## src/hdl/dri_pkg.sv

```systemverilog
// shared types, constants and codes of the dead reckoning integrator
`default_nettype none
package dri_pkg;

   localparam int AXES = 3;
   localparam int ROOT_STEPS = 16;
   localparam int COUNT_W = 5;

   localparam logic [17:0] ENERGY_SCALE = 18'd37877;
   localparam logic [15:0] ERROR_TO_CM = 16'd100;

   localparam logic [15:0] ACCEL_GAIN_RESET = 16'd802;
   localparam logic [15:0] LOCATION_GAIN_RESET = 16'd262;
   localparam logic [15:0] FILTER_GAIN_RESET = 16'd655;
   localparam logic [15:0] INVERSE_TAU_RESET = 16'd26214;
   localparam logic [14:0] CORRECTION_PERIOD_RESET = 15'd14;

   typedef enum logic [2:0] {
      CSR_ACCEL_GAIN = 3'd0,
      CSR_LOCATION_GAIN = 3'd1,
      CSR_FILTER_GAIN = 3'd2,
      CSR_INVERSE_TAU = 3'd3,
      CSR_CORRECTION_PERIOD = 3'd4
   } csr_index_type;

   typedef struct packed {
      logic operation;
      logic enabled;
      logic gps_valid;
      logic signed [15:0] first_x;
      logic signed [15:0] first_y;
      logic signed [15:0] first_z;
      logic signed [15:0] second_x;
      logic signed [15:0] second_y;
      logic signed [15:0] second_z;
      logic signed [15:0] heading_a;
      logic signed [15:0] heading_b;
   } req_type;

   typedef struct packed {
      logic signed [15:0] velocity_x;
      logic signed [15:0] velocity_y;
      logic signed [15:0] velocity_z;
      logic signed [15:0] location_x;
      logic signed [15:0] location_y;
      logic signed [15:0] location_z;
      logic signed [15:0] forward_speed;
      logic [15:0] air_speed;
      logic signed [15:0] energy_sum;
      logic drift_reset;
   } rsp_type;

   typedef enum logic [3:0] {
      OP_AI = 4'd0,
      OP_PS = 4'd1,
      OP_CV = 4'd2,
      OP_CL = 4'd3,
      OP_VL = 4'd4,
      OP_UPD = 4'd5,
      OP_CLR = 4'd6,
      OP_AIR = 4'd7,
      OP_FS1 = 4'd8,
      OP_FS2 = 4'd9,
      OP_SQ = 4'd10,
      OP_SC = 4'd11,
      OP_EN = 4'd12
   } op_type;

   typedef enum logic [4:0] {
      ST_IDLE = 5'b00001,
      ST_EXEC = 5'b00010,
      ST_APPLY = 5'b00100,
      ST_ROOT = 5'b01000,
      ST_DONE = 5'b10000
   } state_type;

   typedef struct packed {
      logic take_in;
      logic exec;
      logic apply;
      op_type op;
      logic [1:0] axis;
      logic root_load;
      logic root_step;
      logic out_load;
   } cmd_type;

   typedef struct packed {
      logic countdown_nz;
   } status_type;

endpackage
`default_nettype wire

```

## src/hdl/dead_reckoning_integrator_unit.sv

```systemverilog
// dead reckoning integrator top level: sequencer plus datapath
// gps fix transfer: stored on acceptance, gives no result, input stays ready
// tick: result via the op list (13, 19 or 25 steps: disabled, enabled without, with correction),
// each step an exec then an apply state, then the root load, ROOT_STEPS root steps and the output load
// one item at a time: no request is taken until the result is loaded, and the done state waits on rsp stall
// reset: synchronous active high, config to defaults, integrators and errors cleared
`default_nettype none
module dead_reckoning_integrator_unit (
   input wire logic clock,
   input wire logic reset,
   input wire logic req_valid,
   output logic req_stall,
   input wire dri_pkg::req_type req_data,
   output logic rsp_valid,
   input wire logic rsp_stall,
   output dri_pkg::rsp_type rsp_data,
   input wire logic csr_write,
   input wire logic [2:0] csr_index,
   input wire logic [15:0] csr_data
);

   // command and status between the sequencer and the datapath
   dri_pkg::cmd_type cmd;
   dri_pkg::status_type status;

   // sequencer: walks the product list, runs the root, holds rsp_valid
   dri_ctrl u_ctrl (
      .clock(clock),
      .reset(reset),
      .req_valid(req_valid),
      .req_operation(req_data.operation),
      .req_enabled(req_data.enabled),
      .req_stall(req_stall),
      .rsp_valid(rsp_valid),
      .rsp_stall(rsp_stall),
      .status(status),
      .cmd(cmd)
   );

   // datapath: config registers, integrators, errors, output register
   dri_dp u_dp (
      .clock(clock),
      .reset(reset),
      .req_data(req_data),
      .csr_write(csr_write),
      .csr_index(csr_index),
      .csr_data(csr_data),
      .cmd(cmd),
      .status(status),
      .rsp_data(rsp_data)
   );

endmodule
`default_nettype wire

```

## src/hdl/dri_ctrl.sv

```systemverilog
// sequencer for the integrator datapath
`default_nettype none
module dri_ctrl (
   input wire logic clock,
   input wire logic reset,
   input wire logic req_valid,
   input wire logic req_operation,
   input wire logic req_enabled,
   output logic req_stall,
   output logic rsp_valid,
   input wire logic rsp_stall,
   input wire dri_pkg::status_type status,
   output dri_pkg::cmd_type cmd
);

   dri_pkg::state_type state_ff, state_in;
   dri_pkg::op_type op_ff, op_in;
   logic [1:0] axis_ff, axis_in;
   logic [dri_pkg::COUNT_W-1:0] count_ff, count_in;
   logic rsp_valid_ff, rsp_valid_in;
   logic accept;

   assign accept = req_valid && (state_ff == dri_pkg::ST_IDLE);
   assign req_stall = (state_ff != dri_pkg::ST_IDLE);
   assign rsp_valid = rsp_valid_ff;

   always_comb begin
      state_in = state_ff;
      op_in = op_ff;
      axis_in = axis_ff;
      count_in = count_ff;
      cmd = '0;
      cmd.take_in = accept;
      cmd.op = op_ff;
      cmd.axis = axis_ff;
      unique case (state_ff)
         dri_pkg::ST_IDLE: begin
            if (accept && !req_operation) begin
               state_in = dri_pkg::ST_EXEC;
               op_in = req_enabled ? dri_pkg::OP_AI : dri_pkg::OP_CLR;
               axis_in = 2'd0;
            end
         end
         dri_pkg::ST_EXEC: begin
            cmd.exec = 1'b1;
            state_in = dri_pkg::ST_APPLY;
         end
         dri_pkg::ST_APPLY: begin
            cmd.apply = 1'b1;
            state_in = dri_pkg::ST_EXEC;
            unique case (op_ff)
               dri_pkg::OP_AI: begin
                  if (axis_ff != 2'd2) axis_in = axis_ff + 2'd1;
                  else begin
                     op_in = dri_pkg::OP_PS;
                     axis_in = 2'd0;
                  end
               end
               dri_pkg::OP_PS: begin
                  if (axis_ff != 2'd2) axis_in = axis_ff + 2'd1;
                  else if (status.countdown_nz) begin
                     op_in = dri_pkg::OP_CV;
                     axis_in = 2'd0;
                  end else op_in = dri_pkg::OP_UPD;
               end
               dri_pkg::OP_CV: op_in = dri_pkg::OP_CL;
               dri_pkg::OP_CL: op_in = dri_pkg::OP_VL;
               dri_pkg::OP_VL: begin
                  if (axis_ff == 2'd0) begin
                     op_in = dri_pkg::OP_CV;
                     axis_in = 2'd1;
                  end else op_in = dri_pkg::OP_UPD;
               end
               dri_pkg::OP_UPD: op_in = dri_pkg::OP_AIR;
               dri_pkg::OP_CLR: op_in = dri_pkg::OP_AIR;
               dri_pkg::OP_AIR: op_in = dri_pkg::OP_FS1;
               dri_pkg::OP_FS1: op_in = dri_pkg::OP_FS2;
               dri_pkg::OP_FS2: begin
                  op_in = dri_pkg::OP_SQ;
                  axis_in = 2'd0;
               end
               dri_pkg::OP_SQ: begin
                  if (axis_ff != 2'd2) axis_in = axis_ff + 2'd1;
                  else begin
                     op_in = dri_pkg::OP_SC;
                     axis_in = 2'd0;
                  end
               end
               dri_pkg::OP_SC: op_in = dri_pkg::OP_EN;
               dri_pkg::OP_EN: begin
                  if (axis_ff != 2'd2) begin
                     op_in = dri_pkg::OP_SC;
                     axis_in = axis_ff + 2'd1;
                  end else begin
                     state_in = dri_pkg::ST_ROOT;
                     count_in = '0;
                  end
               end
               default: state_in = dri_pkg::ST_IDLE;
            endcase
         end
         dri_pkg::ST_ROOT: begin
            if (count_ff == '0) cmd.root_load = 1'b1;
            else cmd.root_step = 1'b1;
            count_in = count_ff + 1'b1;
            if (count_ff == dri_pkg::COUNT_W'(dri_pkg::ROOT_STEPS))
               state_in = dri_pkg::ST_DONE;
         end
         dri_pkg::ST_DONE: begin
            if (!rsp_valid_ff || !rsp_stall) begin
               cmd.out_load = 1'b1;
               state_in = dri_pkg::ST_IDLE;
            end
         end
         default: state_in = dri_pkg::ST_IDLE;
      endcase
   end

   always_comb begin
      rsp_valid_in = rsp_valid_ff;
      if (cmd.out_load) rsp_valid_in = 1'b1;
      else if (!rsp_stall) rsp_valid_in = 1'b0;
   end

   always_ff @(posedge clock) begin
      if (reset) begin
         state_ff <= dri_pkg::ST_IDLE;
         op_ff <= dri_pkg::OP_AI;
         axis_ff <= 2'd0;
         count_ff <= '0;
         rsp_valid_ff <= 1'b0;
      end else begin
         state_ff <= state_in;
         op_ff <= op_in;
         axis_ff <= axis_in;
         count_ff <= count_in;
         rsp_valid_ff <= rsp_valid_in;
      end
   end

endmodule
`default_nettype wire

```

## src/hdl/dri_dp.sv

```systemverilog
// integrator datapath: state, config, shared multiplier, square root
`default_nettype none
module dri_dp (
   input wire logic clock,
   input wire logic reset,
   input wire dri_pkg::req_type req_data,
   input wire logic csr_write,
   input wire logic [2:0] csr_index,
   input wire logic [15:0] csr_data,
   input wire dri_pkg::cmd_type cmd,
   output dri_pkg::status_type status,
   output dri_pkg::rsp_type rsp_data
);

   logic [15:0] ag_ff, lg_ff, fg_ff, it_ff;
   logic [14:0] period_ff;

   logic [31:0] ai_ff [dri_pkg::AXES], ai_in [dri_pkg::AXES];
   logic [31:0] ps_ff [dri_pkg::AXES], ps_in [dri_pkg::AXES];
   logic [15:0] le_ff [dri_pkg::AXES], le_in [dri_pkg::AXES];
   logic [15:0] ve_ff [dri_pkg::AXES], ve_in [dri_pkg::AXES];
   logic [15:0] fixl_ff [dri_pkg::AXES], fixl_in [dri_pkg::AXES];
   logic [15:0] fixv_ff [dri_pkg::AXES], fixv_in [dri_pkg::AXES];
   logic [15:0] cd_ff, cd_in;
   logic pend_ff, pend_in;

   logic [31:0] vel_ff [dri_pkg::AXES], vel_in [dri_pkg::AXES];
   logic [15:0] air_ff [dri_pkg::AXES], air_in [dri_pkg::AXES];
   logic [15:0] h_ff, h_in;
   logic [31:0] acc_ff, acc_in, sumsq_ff, sumsq_in, energy_ff, energy_in;
   logic drift_ff, drift_in;
   logic [31:0] prod_ff;
   logic [31:0] rem_ff, rem_in, root_ff, root_in, bit_ff, bit_in;
   dri_pkg::req_type in_ff;
   dri_pkg::rsp_type out_ff;

   logic [15:0] wind [dri_pkg::AXES];
   logic [15:0] accel [dri_pkg::AXES];
   logic [15:0] le100;
   logic signed [17:0] mul_a, mul_b;
   logic signed [35:0] mul_p;
   logic [31:0] shifted;
   logic [32:0] trial;

   assign accel[0] = in_ff.first_x;
   assign accel[1] = in_ff.first_y;
   assign accel[2] = in_ff.first_z;
   assign wind[0] = in_ff.second_x;
   assign wind[1] = in_ff.second_y;
   assign wind[2] = in_ff.second_z;

   assign status.countdown_nz = (cd_ff != 16'd0);
   assign rsp_data = out_ff;

   // operand select for the shared multiplier
   assign le100 = 16'(le_ff[cmd.axis] * dri_pkg::ERROR_TO_CM);

   always_comb begin
      mul_a = '0;
      mul_b = '0;
      unique case (cmd.op)
         dri_pkg::OP_AI: begin
            mul_a = 18'(signed'(ag_ff));
            mul_b = 18'(signed'(accel[cmd.axis]));
         end
         dri_pkg::OP_PS: begin
            mul_a = 18'(signed'(lg_ff));
            mul_b = 18'(signed'(ai_ff[cmd.axis][31:16]));
         end
         dri_pkg::OP_CV: begin
            mul_a = 18'(signed'(fg_ff));
            mul_b = 18'(signed'(ve_ff[cmd.axis]));
         end
         dri_pkg::OP_CL: begin
            mul_a = 18'(signed'(fg_ff));
            mul_b = 18'(signed'(le_ff[cmd.axis]));
         end
         dri_pkg::OP_VL: begin
            mul_a = signed'({2'b00, it_ff});
            mul_b = 18'(signed'(le100));
         end
         dri_pkg::OP_FS1: begin
            mul_a = 18'(signed'(16'(~ai_ff[0][31:16] + 16'd1)));
            mul_b = 18'(signed'(in_ff.heading_a));
         end
         dri_pkg::OP_FS2: begin
            mul_a = 18'(signed'(ai_ff[1][31:16]));
            mul_b = 18'(signed'(in_ff.heading_b));
         end
         dri_pkg::OP_SQ: begin
            mul_a = 18'(signed'(air_ff[cmd.axis]));
            mul_b = 18'(signed'(air_ff[cmd.axis]));
         end
         dri_pkg::OP_SC: begin
            mul_a = 18'(signed'(air_ff[cmd.axis]));
            mul_b = signed'(dri_pkg::ENERGY_SCALE);
         end
         dri_pkg::OP_EN: begin
            mul_a = 18'(signed'(h_ff));
            mul_b = 18'(signed'(h_ff));
         end
         default: ;
      endcase
   end

   assign mul_p = mul_a * mul_b;
   assign shifted = {{4{prod_ff[31]}}, prod_ff[31:4]};
   assign trial = {1'b0, root_ff} + {1'b0, bit_ff};

   always_comb begin
      ai_in = ai_ff;
      ps_in = ps_ff;
      le_in = le_ff;
      ve_in = ve_ff;
      fixl_in = fixl_ff;
      fixv_in = fixv_ff;
      cd_in = cd_ff;
      pend_in = pend_ff;
      vel_in = vel_ff;
      air_in = air_ff;
      h_in = h_ff;
      acc_in = acc_ff;
      sumsq_in = sumsq_ff;
      energy_in = energy_ff;
      drift_in = drift_ff;
      if (cmd.take_in && req_data.operation) begin
         fixl_in[0] = req_data.first_x;
         fixl_in[1] = req_data.first_y;
         fixl_in[2] = req_data.first_z;
         fixv_in[0] = req_data.second_x;
         fixv_in[1] = req_data.second_y;
         fixv_in[2] = req_data.second_z;
         pend_in = 1'b1;
      end
      if (cmd.apply) begin
         unique case (cmd.op)
            dri_pkg::OP_AI: ai_in[cmd.axis] = ai_ff[cmd.axis] + prod_ff;
            dri_pkg::OP_PS: ps_in[cmd.axis] = ps_ff[cmd.axis] + shifted;
            dri_pkg::OP_CV: ai_in[cmd.axis] = ai_ff[cmd.axis] + prod_ff;
            dri_pkg::OP_CL: ps_in[cmd.axis] = ps_ff[cmd.axis] + prod_ff;
            dri_pkg::OP_VL: vel_in[cmd.axis] = ai_ff[cmd.axis] + prod_ff;
            dri_pkg::OP_UPD: begin
               vel_in[2] = ai_ff[2];
               if (!status.countdown_nz) begin
                  vel_in[0] = ai_ff[0];
                  vel_in[1] = ai_ff[1];
               end else cd_in = cd_ff - 16'd1;
               drift_in = !status.countdown_nz;
               if (in_ff.gps_valid && pend_ff) begin
                  pend_in = 1'b0;
                  cd_in = {1'b0, period_ff};
                  for (int k = 0; k < dri_pkg::AXES; k++) begin
                     le_in[k] = fixl_ff[k] - ps_ff[k][31:16];
                     ve_in[k] = fixv_ff[k] - ai_ff[k][31:16];
                  end
               end
            end
            dri_pkg::OP_CLR: begin
               for (int k = 0; k < dri_pkg::AXES; k++) begin
                  ai_in[k] = '0;
                  ps_in[k] = '0;
                  vel_in[k] = '0;
               end
               drift_in = 1'b0;
            end
            dri_pkg::OP_AIR: begin
               for (int k = 0; k < dri_pkg::AXES; k++)
                  air_in[k] = vel_ff[k][31:16] - wind[k];
               sumsq_in = '0;
               energy_in = ps_ff[2];
            end
            dri_pkg::OP_FS1: acc_in = prod_ff;
            dri_pkg::OP_FS2: acc_in = acc_ff + prod_ff;
            dri_pkg::OP_SQ: sumsq_in = sumsq_ff + prod_ff;
            dri_pkg::OP_SC: h_in = prod_ff[31:16];
            dri_pkg::OP_EN: energy_in = energy_ff + prod_ff;
            default: ;
         endcase
      end
   end

   // one result bit per step of the square root
   always_comb begin
      rem_in = rem_ff;
      root_in = root_ff;
      bit_in = bit_ff;
      if (cmd.root_load) begin
         rem_in = sumsq_ff;
         root_in = '0;
         bit_in = 32'h4000_0000;
      end else if (cmd.root_step) begin
         if ({1'b0, rem_ff} >= trial) begin
            rem_in = rem_ff - trial[31:0];
            root_in = (root_ff >> 1) + bit_ff;
         end else root_in = root_ff >> 1;
         bit_in = bit_ff >> 2;
      end
   end

   always_ff @(posedge clock) begin
      if (reset) begin
         ag_ff <= dri_pkg::ACCEL_GAIN_RESET;
         lg_ff <= dri_pkg::LOCATION_GAIN_RESET;
         fg_ff <= dri_pkg::FILTER_GAIN_RESET;
         it_ff <= dri_pkg::INVERSE_TAU_RESET;
         period_ff <= dri_pkg::CORRECTION_PERIOD_RESET;
         for (int k = 0; k < dri_pkg::AXES; k++) begin
            ai_ff[k] <= '0;
            ps_ff[k] <= '0;
            le_ff[k] <= '0;
            ve_ff[k] <= '0;
            fixl_ff[k] <= '0;
            fixv_ff[k] <= '0;
         end
         cd_ff <= {1'b0, dri_pkg::CORRECTION_PERIOD_RESET};
         pend_ff <= 1'b0;
      end else begin
         if (csr_write) begin
            unique case (csr_index)
               dri_pkg::CSR_ACCEL_GAIN: ag_ff <= csr_data;
               dri_pkg::CSR_LOCATION_GAIN: lg_ff <= csr_data;
               dri_pkg::CSR_FILTER_GAIN: fg_ff <= csr_data;
               dri_pkg::CSR_INVERSE_TAU: it_ff <= csr_data;
               dri_pkg::CSR_CORRECTION_PERIOD: period_ff <= csr_data[14:0];
               default: ;
            endcase
         end
         ai_ff <= ai_in;
         ps_ff <= ps_in;
         le_ff <= le_in;
         ve_ff <= ve_in;
         fixl_ff <= fixl_in;
         fixv_ff <= fixv_in;
         cd_ff <= cd_in;
         pend_ff <= pend_in;
      end
   end

   always_ff @(posedge clock) begin
      if (cmd.take_in) in_ff <= req_data;
      if (cmd.exec) prod_ff <= mul_p[31:0];
      vel_ff <= vel_in;
      air_ff <= air_in;
      h_ff <= h_in;
      acc_ff <= acc_in;
      sumsq_ff <= sumsq_in;
      energy_ff <= energy_in;
      drift_ff <= drift_in;
      rem_ff <= rem_in;
      root_ff <= root_in;
      bit_ff <= bit_in;
      if (cmd.out_load) begin
         out_ff.velocity_x <= vel_ff[0][31:16];
         out_ff.velocity_y <= vel_ff[1][31:16];
         out_ff.velocity_z <= vel_ff[2][31:16];
         out_ff.location_x <= ps_ff[0][31:16];
         out_ff.location_y <= ps_ff[1][31:16];
         out_ff.location_z <= ps_ff[2][31:16];
         out_ff.forward_speed <= acc_ff[29:14];
         out_ff.air_speed <= root_ff[15:0];
         out_ff.energy_sum <= energy_ff[31:16];
         out_ff.drift_reset <= drift_ff;
      end
   end

endmodule
`default_nettype wire

```

## config.mk

```make
export PLATFORM = sky130hd
export DESIGN_NAME = dead_reckoning_integrator_unit
export DESIGN_NICKNAME = d
export VERILOG_FILES = /design/src/hdl/dri_pkg.sv /design/src/hdl/dead_reckoning_integrator_unit.sv /design/src/hdl/dri_ctrl.sv /design/src/hdl/dri_dp.sv
export SDC_FILE = /design/constraint.sdc
export NUM_CORES = 2
export LEC_CHECK = 0
export ABC_AREA = 1
export ABC_CLOCK_PERIOD_IN_PS = 25000
export BUFFER_PORTS_ARGS = -buffer_cell sky130_fd_sc_hd__buf_2
export CORE_ASPECT_RATIO = 1.75
export CORE_MARGIN = 1.5
export CORE_UTILIZATION = 45
export DETAILED_ROUTE_END_ITERATION = 6
export PLACE_DENSITY_LB_ADDON = 0.1
export SYNTH_ARGS = -nofsm -noshare
export SYNTH_HDL_FRONTEND = slang
export SYNTH_SLANG_ARGS = --single-unit
```

## constraint.sdc

```tcl
create_clock -name clock -period 25 [get_ports clock]
set_input_delay 3.75 -clock clock [delete_from_list [all_inputs] [get_ports clock]]
set_output_delay 3.75 -clock clock [all_outputs]
set_load 0.03 [all_outputs]
```

==> flow_summary.ini <==
[cells_and_area]
layout-drive-gt1-share_pct = 7.65
nNetsFinal = 10900
num-fill-cells = 16700
synthToLayoutAreaGrowth_pct = 10.5
design_area_um2 = 84100
fin_util_pct = 50.1

[synth]
synthesis.nets = 10700
synth_cells = 9701
synth_area_leaders = edfxtp_1 21%, dfxtp_1 14%, nand2_1 9.8%
ys.flop_type = edfxtp_1
ys_seq_elements = 1090
synth_top_cell_area_share_pct = 21.5
synth_area_um2 = 76100
yosys_warnings = 0
seq_area_frac_synth_pct = 35.8
synth_cell_type_count = 69
async_flop_share_pct = 0
synth_edf_count = 545
yosys.area.top_type = edfxtp_1
syn_avg_cell_area_um2 = 7.85

[critical_path]
end_kind = flop
reg2reg_to = u_dp.prod_ff[31]$_DFFE_PP_
crit_type = reg -> reg
start_kind = flop
crit_path_top_delay_cell = inv_1
startpoint = u_ctrl.axis_ff[0]$_SDFFE_PP0P_
cp_max_fo = 44
crit-reg2reg-launch = u_ctrl.axis_ff[0]$_SDFFE_PP0P_
arrival_ns = 11.83
crit_end = u_dp.prod_ff[31]$_DFFE_PP_
slowest_delay_ns = 0.77
rrSetupSlack_ns = 13.65
rr_worst_depth = 40
worstPathRequired_ns = 25.48
cp_common_cell = inv_1

[global_routing]
antenna_found_initial = 31
gr-total-overflow = 0
grt_pass1_vias = 69800
grt_max_degree = 106
grtUsageTotal_pct = 37.1
grt_pass1_wl_um = 464000

[floorplanning]
std_cell_rows = 199
die_w_um = 314
die-area_um2 = 172000
start_util_pct = 45.3
core-area_um2 = 168000
ioPinCount = 302
fp.dieH_um = 547

[drt]
drt_iter0_drc = 5935
dr_total_vias = 70000
routedWlPerCell_um = 26.5
drc = 0
wl_met3_um = 22300
wirelength_um = 324000
wl_met1_um = 109000
first_pass_iters = 6
ant_nets = 0
wl_met2_um = 161000
routed_via_density = 5.72
top_layer_used = met5

[sta]
rsz0062_at_grt = false
max_freq_ghz = 0.0881
maxSlewHeadroom_pct = 10.0
drv_slew = 0
min_period_ns = 11.35
tns_ns = 0
tightest_slew_ns = 1.34
hold_viol = 0
setup_viol = 0
clock_skew_ns = 0.0634
fin_crit_sh_pct = 45.4

[clocking]
ctsHoldBuffers = 0
clkLatencyLatePin_ns = 0.79
clkTransAtPathRegs_ns = 0.07
cts.sinks = 1090
cts-htree-levels = 3
postCtsResizedCells = 0
cts-buffers-inserted = 110
cts_tree = yes
cts_setup_buffers = 0
cts_root_buf = clkbuf_16
cts_max_path_buffers = 3

[placement]
dp_hpwl_um = 252000
dpl_cell_area_um2 = 80200
portBuffers = 301
gp_congestion = 1.03

[min_path]
hp-class = reg -> reg
hold-path-cell-count = 0

[run_status]
run_status = finished, final reports clean

[run]
drv_cap = 0
-- routing by layer --
metal,track usage (%),up-vias
li1,-,32700
met1,38.0,33400
met2,65.3,2846
met3,7.09,1003
met4,30.6,25
met5,0,-
-- sequential cells by signal, indices dropped and copies added (netlist names), 48 cells and up --
signal         flops
u_dp.rsp_data    145
u_dp.in_ff        81
u_dp.air_ff       48
u_dp.ps_ff        96
u_dp.le_ff        48
u_dp.ai_ff        96
u_dp.fixv_ff      48
u_dp.vel_ff       48
u_dp.fixl_ff      48
u_dp.ve_ff        48
u_dp.accel        48
-- how the worst min path moves through the flow --
stage / startpoint / endpoint / slack (ns)
floorplan: u_dp.drift_ff$_SDFFCE_PP0P_ / u_dp.rsp_data[0]$_DFFE_PP_ / 0.40
global placement: u_dp.ps_ff[21]$_SDFFE_PP0P_ / u_dp.rsp_data[54]$_DFFE_PP_ / 0.41
detailed placement: u_dp.ps_ff[21]$_SDFFE_PP0P_ / u_dp.rsp_data[54]$_DFFE_PP_ / 0.42
CTS: u_dp.ps_ff[21]$_SDFFE_PP0P_ / u_dp.rsp_data[54]$_DFFE_PP_ / 0.43
global route: u_dp.ps_ff[21]$_SDFFE_PP0P_ / u_dp.rsp_data[54]$_DFFE_PP_ / 0.43
finish: u_dp.ps_ff[21]$_SDFFE_PP0P_ / u_dp.rsp_data[54]$_DFFE_PP_ / 0.43
-- cell type report --
| class | instances | area [µm²] | share of cell area [%] |
|---|---|---|---|
| Tap cell | 2211 | 2770 | 3.29 |
| Sequential cell | 1090 | 27300 | 32.4 |
| Timing Repair Buffer | 433 | 2520 | 2.99 |
| Clock inverter | 69 | 896 | 1.06 |
| Inverter | 1396 | 5250 | 6.24 |
| Multi-Input combinational cell | 6883 | 42400 | 50.4 |
| Clock buffer | 138 | 2960 | 3.52 |
| Antenna cell | 27 | 67.6 | 0.0803 |
-- placed cells by master (no fill, tap or decap), drive strengths merged, types with 22 or more instances in the layout --
cell,n
a21o,43
clkbuf,138
nor4,22
nand3,521
or2,48
nand2,1996
xnor2,85
inv,1395
dfxtp,545
a221oi,39
nor2,878
o21ai,784
ha,510
xor2,188
o21bai,48
a21oi,782
o2111ai,35
a21boi,25
clkinv,48
edfxtp,545
a31oi,52
o211ai,56
nor3,100
buf,433
diode,27
o22ai,106
fa,314
o31ai,64
nand4,55
-- logic make-up after synthesis --
| family | after synthesis | synth area share [%] |
|---|---|---|
| AOI/OAI and AO/OA | 2123 | 15.8 |
| buffers and inverters | 1728 | 8.76 |
| xor gates and xnor gates | 273 | 3.14 |
| and+or+nand+nor | 3661 | 19.8 |
| muxes | 2 | 0.0263 |
| adders and majority gates | 824 | 16.6 |
| DFF | 1090 | 35.8 |
-- synth_stat cells, drive strengths merged (55+ instances only) --
master / n
xor2: 188
clkbuf: 184
o211ai: 56
o22ai: 106
nand4: 55
o21ai: 784
buf: 148
a21oi: 782
ha: 510
inv: 1387
o31ai: 64
edfxtp: 545
xnor2: 85
nor2: 878
nand2: 1996
fa: 314
nor3: 100
nand3: 521
dfxtp: 545
-- critical path: cells and delay by family (launching register included) --
kind	cells	cell delay [ns]
adder cells (fa/ha/maj)	11	4.58
AO/OA/AOI/OAI	4	1.21
AND/OR/NAND/NOR	11	2.31
buffers and inverters	14	2.34
flip-flops	1	0.54
-- stage by stage --
stage / cells / setup slack [ns] / hold slack, ns
detailed placement: 12000 / 13.76 / 0.415
CTS: 12200 / 13.73 / 0.432
floorplan: 9701 / 13.71 / 0.400
global placement: 12000 / 13.83 / 0.414
finish: 12200 / 13.65 / 0.429
global route: 12200 / 13.14 / 0.433
Power is not shown: default switching activity piles up to over one toggle a cycle in this logic, so the estimate is an artifact.
